### src/hdl/ipke_pkg.sv
package ipke_pkg;

   // field widths
   localparam int DATA_W  = 8;
   localparam int COUNT_W = 6;
   localparam int VER_W   = 4;
   localparam int ADDR_BYTES = 16;
   localparam int INDEX_W = 4;
   localparam int KEY_W   = 64;

   // packet layout
   localparam logic [COUNT_W-1:0] COUNT_MAX    = 6'd63;
   localparam logic [COUNT_W-1:0] V4_MIN_BYTES = 6'd20;
   localparam logic [COUNT_W-1:0] V6_MIN_BYTES = 6'd40;
   localparam logic [COUNT_W-1:0] V4_SRC_OFF   = 6'd12;
   localparam logic [COUNT_W-1:0] V4_DST_OFF   = 6'd16;
   localparam logic [COUNT_W-1:0] V6_SRC_OFF   = 6'd8;
   localparam logic [COUNT_W-1:0] V6_DST_OFF   = 6'd24;
   localparam logic [COUNT_W-1:0] V4_ADDR_LEN  = 6'd4;
   localparam logic [COUNT_W-1:0] V6_ADDR_LEN  = 6'd16;
   localparam logic [VER_W-1:0]   VERSION_4    = 4'd4;
   localparam logic [VER_W-1:0]   VERSION_6    = 4'd6;
   localparam logic [3:0]         V4_MCAST_NIB = 4'hE;
   localparam logic [DATA_W-1:0]  V6_MCAST_BYTE = 8'hFF;

   typedef enum logic [2:0] {
      REASON_OK          = 3'd0,
      REASON_TOO_SHORT   = 3'd1,
      REASON_BAD_HDR_LEN = 3'd2,
      REASON_UNSPEC      = 3'd3,
      REASON_MULTICAST   = 3'd4,
      REASON_BAD_VERSION = 3'd5
   } reason_type;

   // packet state as it stands after the current word
   typedef struct packed {
      logic [COUNT_W-1:0]           count;
      logic [VER_W-1:0]             version;
      logic [COUNT_W-1:0]           hdr_bytes;
      logic [ADDR_BYTES*DATA_W-1:0] addr;   // address byte 0 in the top bits
   } pkt_view_type;

   typedef struct packed {
      logic       key_valid;
      reason_type reason;
      logic       is_v6;
      logic [KEY_W-1:0] key_hi;
      logic [KEY_W-1:0] key_lo;
   } result_type;

endpackage

### src/hdl/ipke_capture.sv
module ipke_capture (
   input  logic                           clock,
   input  logic                           reset,
   input  logic                           step,
   input  logic [ipke_pkg::DATA_W-1:0]    data_byte,
   input  logic                           last_byte,
   input  logic                           addr_select,
   output ipke_pkg::pkt_view_type         view
);
   import ipke_pkg::*;

   logic [COUNT_W-1:0] count_ff, count_in;
   logic [VER_W-1:0]   version_ff, version_in;
   logic [COUNT_W-1:0] hdr_ff, hdr_in;
   logic [DATA_W-1:0]  addr_ff [ADDR_BYTES];
   logic [DATA_W-1:0]  addr_in [ADDR_BYTES];
   logic [COUNT_W-1:0] off;
   logic [COUNT_W-1:0] len;
   logic [COUNT_W-1:0] rel;
   logic               in_window;

   // address window of the selected field for the known version
   always_comb begin
      if (version_ff == VERSION_6) begin
         off = addr_select ? V6_DST_OFF : V6_SRC_OFF;
         len = V6_ADDR_LEN;
      end else begin
         off = addr_select ? V4_DST_OFF : V4_SRC_OFF;
         len = V4_ADDR_LEN;
      end
      rel = count_ff - off;
      in_window = (count_ff != '0) &&
                  ((version_ff == VERSION_4) || (version_ff == VERSION_6)) &&
                  (count_ff >= off) && (rel < len);
   end

   // next packet state
   always_comb begin
      version_in = version_ff;
      hdr_in     = hdr_ff;
      addr_in    = addr_ff;
      if (count_ff == '0) begin
         version_in = data_byte[7:4];
         hdr_in     = {data_byte[3:0], 2'b00};
      end else if (in_window) begin
         addr_in[rel[INDEX_W-1:0]] = data_byte;
      end
      count_in = (count_ff < COUNT_MAX) ? count_ff + 1'b1 : count_ff;
   end

   // view including the current word
   always_comb begin
      view.count     = count_in;
      view.version   = version_in;
      view.hdr_bytes = hdr_in;
      for (int i = 0; i < ADDR_BYTES; i++) begin
         view.addr[(ADDR_BYTES-1-i)*DATA_W +: DATA_W] = addr_in[i];
      end
   end

   // per-packet counters, cleared at the end of each packet
   always_ff @(posedge clock) begin
      if (reset) begin
         count_ff   <= '0;
         version_ff <= '0;
         hdr_ff     <= '0;
      end else if (step) begin
         if (last_byte) begin
            count_ff   <= '0;
            version_ff <= '0;
            hdr_ff     <= '0;
         end else begin
            count_ff   <= count_in;
            version_ff <= version_in;
            hdr_ff     <= hdr_in;
         end
      end
   end

   // address bytes, kept across packets
   always_ff @(posedge clock) begin
      if (step) begin
         addr_ff <= addr_in;
      end
   end

endmodule

### src/hdl/ipke_judge.sv
module ipke_judge (
   input  ipke_pkg::pkt_view_type view,
   output ipke_pkg::result_type   result
);
   import ipke_pkg::*;

   logic [31:0]      v4_addr;
   logic [KEY_W-1:0] v6_hi;
   logic [KEY_W-1:0] v6_lo;

   assign v6_hi   = view.addr[2*KEY_W-1:KEY_W];
   assign v6_lo   = view.addr[KEY_W-1:0];
   assign v4_addr = view.addr[2*KEY_W-1 -: 32];

   // checks in priority order per version
   always_comb begin
      result.key_valid = 1'b0;
      result.reason    = REASON_OK;
      result.is_v6     = 1'b0;
      result.key_hi    = '0;
      result.key_lo    = '0;
      if (view.version == VERSION_4) begin
         if (view.count < V4_MIN_BYTES) begin
            result.reason = REASON_TOO_SHORT;
         end else if (view.hdr_bytes < V4_MIN_BYTES || view.hdr_bytes > view.count) begin
            result.reason = REASON_BAD_HDR_LEN;
         end else if (v4_addr == '0) begin
            result.reason = REASON_UNSPEC;
         end else if (v4_addr[31:28] == V4_MCAST_NIB) begin
            result.reason = REASON_MULTICAST;
         end else begin
            result.key_lo = {32'd0, v4_addr};
         end
      end else if (view.version == VERSION_6) begin
         if (view.count < V6_MIN_BYTES) begin
            result.reason = REASON_TOO_SHORT;
         end else if (v6_hi == '0 && v6_lo == '0) begin
            result.reason = REASON_UNSPEC;
         end else if (v6_hi[KEY_W-1 -: DATA_W] == V6_MCAST_BYTE) begin
            result.reason = REASON_MULTICAST;
         end else begin
            result.is_v6  = 1'b1;
            result.key_hi = v6_hi;
            result.key_lo = v6_lo;
         end
      end else begin
         result.reason = REASON_BAD_VERSION;
      end
      result.key_valid = (result.reason == REASON_OK);
   end

endmodule

### src/hdl/ip_address_key_extractor.sv
// Path: a last word goes through the input register and then the result register to rsp.
// Throughput: one word per cycle; one input register and one result register, so req
// can take one more word while a result waits, and stalls only when both are held.
// Reset: synchronous, active high; clears valids, per-packet counters and addr_select.
// Address bytes are not reset; they are rewritten by every packet before use.
module ip_address_key_extractor (
   input  logic         clock,
   input  logic         reset,
   input  logic         req_tvalid,
   output logic         req_tready,
   input  logic [7:0]   req_tdata,   // [7:0] data_byte
   input  logic         req_tlast,   // last_byte
   output logic         rsp_tvalid,
   input  logic         rsp_tready,
   output logic [127:0] rsp_tdata,   // [63:0] key_hi, [127:64] key_lo
   output logic [4:0]   rsp_tuser,   // [0] key_valid, [3:1] reason, [4] is_v6
   input  logic         csr_wr_en,
   input  logic [0:0]   csr_wr_data  // [0] addr_select
);
   import ipke_pkg::*;

   logic              sel_ff;
   logic              in_valid_ff, in_valid_in;
   logic [DATA_W-1:0] in_data_ff;
   logic              in_last_ff;
   logic              out_valid_ff, out_valid_in;
   result_type        out_ff;
   result_type        result;
   pkt_view_type      view;
   logic              advance;
   logic              step;
   logic              req_accept;

   // handshake
   assign advance    = !out_valid_ff || rsp_tready;
   assign req_tready = !in_valid_ff || advance;
   assign req_accept = req_tvalid && req_tready;
   assign step       = in_valid_ff && advance;

   // address select register
   always_ff @(posedge clock) begin
      if (reset) begin
         sel_ff <= 1'b0;
      end else if (csr_wr_en) begin
         sel_ff <= csr_wr_data[0];
      end
   end

   // input word register
   always_comb begin
      if (req_accept) begin
         in_valid_in = 1'b1;
      end else if (advance) begin
         in_valid_in = 1'b0;
      end else begin
         in_valid_in = in_valid_ff;
      end
   end

   always_ff @(posedge clock) begin
      if (reset) begin
         in_valid_ff <= 1'b0;
      end else begin
         in_valid_ff <= in_valid_in;
      end
   end

   always_ff @(posedge clock) begin
      if (req_accept) begin
         in_data_ff <= req_tdata;
         in_last_ff <= req_tlast;
      end
   end

   ipke_capture u_capture (
      .clock       (clock),
      .reset       (reset),
      .step        (step),
      .data_byte   (in_data_ff),
      .last_byte   (in_last_ff),
      .addr_select (sel_ff),
      .view        (view)
   );

   ipke_judge u_judge (
      .view   (view),
      .result (result)
   );

   // result register
   always_comb begin
      if (step && in_last_ff) begin
         out_valid_in = 1'b1;
      end else if (rsp_tready) begin
         out_valid_in = 1'b0;
      end else begin
         out_valid_in = out_valid_ff;
      end
   end

   always_ff @(posedge clock) begin
      if (reset) begin
         out_valid_ff <= 1'b0;
      end else begin
         out_valid_ff <= out_valid_in;
      end
   end

   always_ff @(posedge clock) begin
      if (step && in_last_ff) begin
         out_ff <= result;
      end
   end

   assign rsp_tvalid = out_valid_ff;
   assign rsp_tdata  = {out_ff.key_lo, out_ff.key_hi};
   assign rsp_tuser  = {out_ff.is_v6, out_ff.reason, out_ff.key_valid};

   // a fresh result comes only from a processed last word
   a_result_from_last: assert property (@(posedge clock) disable iff (reset)
      $rose(out_valid_ff) |-> $past(in_valid_ff && in_last_ff))
      else $error("result without a last word");

   // a valid key always carries the ok reason
   a_valid_is_ok: assert property (@(posedge clock) disable iff (reset)
      (out_valid_ff && out_ff.key_valid) |-> (out_ff.reason == REASON_OK))
      else $error("valid key with failing reason");

   // a rejected packet gives an empty key
   a_reject_empty: assert property (@(posedge clock) disable iff (reset)
      (out_valid_ff && !out_ff.key_valid) |->
         (out_ff.key_hi == '0 && out_ff.key_lo == '0 && !out_ff.is_v6))
      else $error("rejected packet with nonzero key");

   // a held result is never overwritten
   a_no_overwrite: assert property (@(posedge clock) disable iff (reset)
      (out_valid_ff && !rsp_tready) |-> !step)
      else $error("result overwritten while stalled");

endmodule
### config.mk
export PLATFORM = sky130hd
export DESIGN_NAME = ip_address_key_extractor
export DESIGN_NICKNAME = d
export VERILOG_FILES = /design/src/hdl/ipke_pkg.sv /design/src/hdl/ipke_capture.sv /design/src/hdl/ipke_judge.sv /design/src/hdl/ip_address_key_extractor.sv
export SDC_FILE = /design/constraint.sdc
export NUM_CORES = 1
export LEC_CHECK = 0
export ABC_AREA = 1
export BUFFER_PORTS_ARGS = -buffer_cell sky130_fd_sc_hd__buf_2
export CAP_MARGIN = 20
export CORE_UTILIZATION = 60
export CTS_CLUSTER_DIAMETER = 40
export DETAILED_ROUTE_END_ITERATION = 8
export PLACE_DENSITY_LB_ADDON = 0.1
export SLEW_MARGIN = 30
export SYNTH_ARGS = -nofsm -noshare
export SYNTH_HDL_FRONTEND = slang
export SYNTH_SLANG_ARGS = --single-unit
export TNS_END_PERCENT = 100
### constraint.sdc
create_clock -name clock -period 9.5 [get_ports clock]
set_clock_uncertainty 0.2 [all_clocks]
set_input_delay 0.95 -clock clock [delete_from_list [all_inputs] [get_ports clock]]
set_output_delay 0.95 -clock clock [all_outputs]
set_load 0.005 [all_outputs]
; ---- Word level (Yosys, flattened, before mapping)
; Cells that the tools add are included.
[classes]
bitwise = 2
eq_ne = 6
n_reduce_logical = 24
magnitude_cmp = 9
mux = 37
add_sub_neg = 2
[ops]
columns = op, count
row1 = 64-bit 2-to-1 mux, 7
row2 = 128-bit 2-to-1 mux, 2
row3 = 129-bit 2-to-1 mux, 1
row4 = 128-bit bitwise mux, 1
row5 = 64-bit zero test, 2
row6 = 8-bit demux with 4-bit select, 1
row7 = 32-bit zero test, 1
row8 = 32-bit 2-to-1 mux, 1
row9 = 6-bit 2-to-1 mux, 5
row10 = 3-bit 2-to-1 mux, 9
row11 = "4-bit by 3-bit equality test with 1-bit output, second input constant", 4
row12 = 5-bit 2-to-1 mux, 3
row13 = "6-bit by 5-bit < comparator with 1-bit output, second input constant", 2
row14 = "6-bit < comparator, second input constant", 2
row15 = "8-bit equality test, second input constant", 1
row16 = 1-bit logical AND, 8
row17 = 4-bit 2-to-1 mux, 2
row18 = 8-bit 2-to-1 mux, 1
row19 = "6-bit by 1-bit adder with 6-bit output, second input constant", 1
row20 = 6-bit >= comparator, 1
row21 = 6-bit > comparator, 1
row22 = 6-bit zero test, 1
row23 = 6-bit by 5-bit < comparator with 1-bit output, 1
row24 = 6-bit nonzero test, 1
row25 = 13 further kinds, 21
[totals]
input_bits = 15
output_inout_bits = 135
ff_bits = 289

; ---- Logic depth before layout (Yosys ltp)
[depth]
word_depth = 18
mapped_depth = 30
mapped_depth_nobuf = 28

; ---- Cells and area by module
; From an unflattened synthesis, not the netlist that was laid out.
[unflattened]
hier_cells = 1819
area_unflattened_um2 = 15343.5
[by_module_without_submodules]
columns = mod, area_each_um2, n_inst, seq_area_each_um2, cells_each
row1 = ipke_capture, 8483.1, 1, 4164.0, 1122
row2 = ip_address_key_extractor, 4403.0, 1, 4324.1, 164
row3 = ipke_judge, 2457.4, 1, 0.0, 533

; ---- Worst setup path after synthesis
; No wires, ideal clock.
[synth_timing]
path_kind = input -> register
start = input rsp_tready
end = register out_ff, in the netlist rsp_tdata[0] (enable)
n_path_buf = 0
path_slack_ns = 1.964
required_time_ns = 8.672
stages = 4
t_arrival_ns = 6.708
path_cell_list = inv_1 -> nand2_1 -> nand2_1 -> nor2_1
[synth_between]
elab_chain_cells = 3
[synth_rtl]
columns = item, line_no
row1 = "start, declared", ip_address_key_extractor.sv:14  ; input logic rsp_tready,
row2 = 1-bit logical OR, ip_address_key_extractor.sv:35  ; assign advance = !out_valid_ff || rsp_tready;
row3 = 1-bit logical AND, ip_address_key_extractor.sv:38  ; assign step = in_valid_ff && advance;
row4 = 1-bit logical AND, ip_address_key_extractor.sv:110  ; if (step && in_last_ff) begin
row5 = "end signal, assigned", ip_address_key_extractor.sv:111  ; out_ff <= result;
row6 = "end, declared", ip_address_key_extractor.sv:27  ; result_type out_ff;
; No other way between the ends.
; A chain may end at the register's enable or synchronous reset.

==> results.md <==
* Peak supply drop at 0.136 mV
* Synth top cells by count: nand2_1, edfxtp_1, inv_1, o21ai_0, nor2_1
* Vias in the first global route at 10900
* WP depth at 29
* Count of cell types in the netlist at 27
* Most used cell, CP: nand2_1
* TritonCTS Buffers at 39
* Port Buffers at 149
* Crit-path max FO at 151
* CP startpoint kind: register
* WHS at 0.247 ns
* First DRT Iteration DRCs at 1335
* Crit path required time at 9.55 ns
* Post-cts sizing count at 0
* Slew @ Worst Pin at 1.02 ns
* Number of synthesized flops with an enable pin at 270
* Fmax at 0.146 GHz
* Diode count at 0
* R2R Setup Slk at 2.66 ns
* Final wirelength at 36500 µm
* Buffer depth of the longest clock path at 3
* Seq/Total Area, Yosys at 58.2%
* Worst Path Buf+Inv at 6
* Antenna Nets Post-Route at 0
* Setup Viol. Count Final at 0
* Post-DR wirelength/cell at 17.0 µm
* Fin nets at 1831
* Path depth of the worst reg2reg path at 29
* Root Driver: clkbuf_16
* Critical path class: register to register
* Final instance area at 16800 µm²
* Fillers at 1865
* H-tree level count at 2
* Vias/cell at 5.58
* Leakage power at 7.79 nW
* Synth Register Bits at 289
* Worst hold path depth at 2
* Yosys warnings at 0
* DRC Markers at 0
* Die height at 158 µm
* Global placer's final weighted congestion at 0.856
* Slowest Stage Delay on Critical Path at 0.68 ns
* First-pass detailed-route iteration total at 6
* Slew Limit Fails at 0
* Synthesis-to-finish area growth at 15.2%
* Final hold vios at 0
* Placed instance area at 15400 µm²
* Period utilization at 72.0%
* Pwr Total at 0.00315 W
* CTS sink count at 289
* Status: complete, no violations
* Worst setup EP type: register
* Ys async rst share at 0%
* Area of the die at 24900 µm²
* Setup_tns at 0 ns
* Remaining Overflow, GRT at 0
* DR vias at 12000
* Global-route wire length before repair at 57500 µm
* Cts-stage hold buffer count at 0
* Worst EP arrival at 6.89 ns
* Worst hold path type: register to register
* Clock-pin slew on the worst setup and hold paths at 0.05 ns
* Initial antenna violation count at 0
* Synthesized area at 14600 µm²
* Initial core utilization at 61.6%
* Synth top area cells: edfxtp_1, nand2_1, o21ai_0
* PD cells at 187 nW/µm²
* Unrepaired setup endpoints after global routing: no
* I/O pin count at 150
* Syn Area/Cell at 8.61 µm²
* Post-CTS Setup Inserts at 0
* Share of cells above drive strength 1 at 13.8%
* Most used flip-flop cell after synthesis: edfxtp_1
* Crit-path leading delay family: simple AND/OR/NAND/NOR gates
* Tmin final at 6.84 ns
* Slew headroom at 32.1%
* Max cap viols at 0
* Area share of the largest cell type after synthesis at 55.6%
* Largest net degree at the start of global routing at 152
* Clock tree from TritonCTS: yes
* GRT Total Usage at 30.2%
* Worst slack, placed at 2.72 ns
* HPWL Detailed at 22300 µm
* Num rows at 56
* Later-pin clock latency in the skew report at 0.53 ns
* CP max-delay cell: buf_4
* Final worst slack at 2.66 ns
* Post-Synthesis Cells at 1693
* Count leader, synth: nand2_1
* Post-synth top area cell: edfxtp_1
* Core area at 23700 µm²
* Die width at 158 µm
* Syn Nets at 1723
==> metrics by stage <==
stage	cells	util [%]
2_1_floorplan	1693	-
3_3_place_gp	2079	65.1
3_5_place_dp	2079	65.2
4_1_cts	2149	70.9
5_1_grt	2149	70.9
6_report	2149	70.9
==> registers in the layout (all words and copies together), names as in the netlist <==
register	count
in_data_ff	8
in_last_ff	1
in_valid_ff	1
rsp_tdata	128
rsp_tuser	5
rsp_tvalid	1
sel_ff	1
u_capture.addr_ff	128
u_capture.count_ff	6
u_capture.hdr_ff	6
u_capture.version_ff	4
==> tightest hold or removal path: stages (launching register included) <==
cell and delay, ns:
dfxtp_1 0.30, nand2_1 0.06, nor2_1 0.04
==> power by group <==
part / internal, W / total [W] / switching, W
Sequential: 0.00143 / 0.00144 / 0.0000162
Clock: 0.000948 / 0.00153 / 0.000577
Combinational: 0.0000453 / 0.000181 / 0.000136
Total: 0.00242 / 0.00315 / 0.000729
==> cells by family (layout without fill, tap and decap cells) <==
family | count (synthesis) | after routing | share of synthesized area (%)
flip-flops | 289 | 289 | 58.2
XOR/XNOR | 3 | 3 | 0.180
buffers and inverters | 330 | 467 | 8.94
AND/OR/NAND/NOR | 804 | 804 | 22.6
adder cells (fa/ha/maj) | 15 | 15 | 1.34
AO/OA/AOI/OAI | 252 | 252 | 8.69
==> cell usage in the layout, fill, tap and decap left out, types with 22 or more instances in the layout <==
cell type	netlist	final
inv_1	219	218
nor2_1	174	173
o21ai_1	44	44
nand3_1	32	32
edfxtp_1	270	270
nand2_1	504	502
buf_2	25	149
a21oi_1	22	22
nand4_1	88	88
o21ai_0	182	182
clkbuf_16	0	41
==> layer usage <==
| layer | up-vias | share of wire [%] | routed length [µm] | global-route usage (%) |
|---|---|---|---|---|
| met2 | 656 | 44 | 16100 | 45.6 |
| met3 | 95 | 11 | 3880 | 5.28 |
| met5 | - | 0.17 | 61 | 0 |
| met1 | 5446 | 42 | 15200 | 43.2 |
| met4 | 2 | 3.4 | 1240 | 12.2 |
| li1 | 5790 | - | - | - |
==> path summary, 6_finish.rpt <==
check                                             from                                to
setup / recovery  u_capture.version_ff[3]$_SDFFE_PP0P_           rsp_tdata[89]$_DFFE_PP_
hold / removal        u_capture.hdr_ff[0]$_SDFFE_PP0P_  u_capture.hdr_ff[0]$_SDFFE_PP0P_
setup reg to reg  u_capture.version_ff[3]$_SDFFE_PP0P_           rsp_tdata[89]$_DFFE_PP_
hold reg to reg       u_capture.hdr_ff[0]$_SDFFE_PP0P_  u_capture.hdr_ff[0]$_SDFFE_PP0P_
==> area by class of cell <==
type                            count  area, µm²  area share, %
Multi-Input combinational cell   1074       4820           28.7
Timing Repair Buffer              157        818           4.87
Inverter                          240        903           5.38
Clock buffer                       43       1050           6.27
Tap cell                          319        399           2.38
Sequential cell                   289       8490           50.5
Clock inverter                     27        314           1.87
Power figures use the tool's default switching activity.
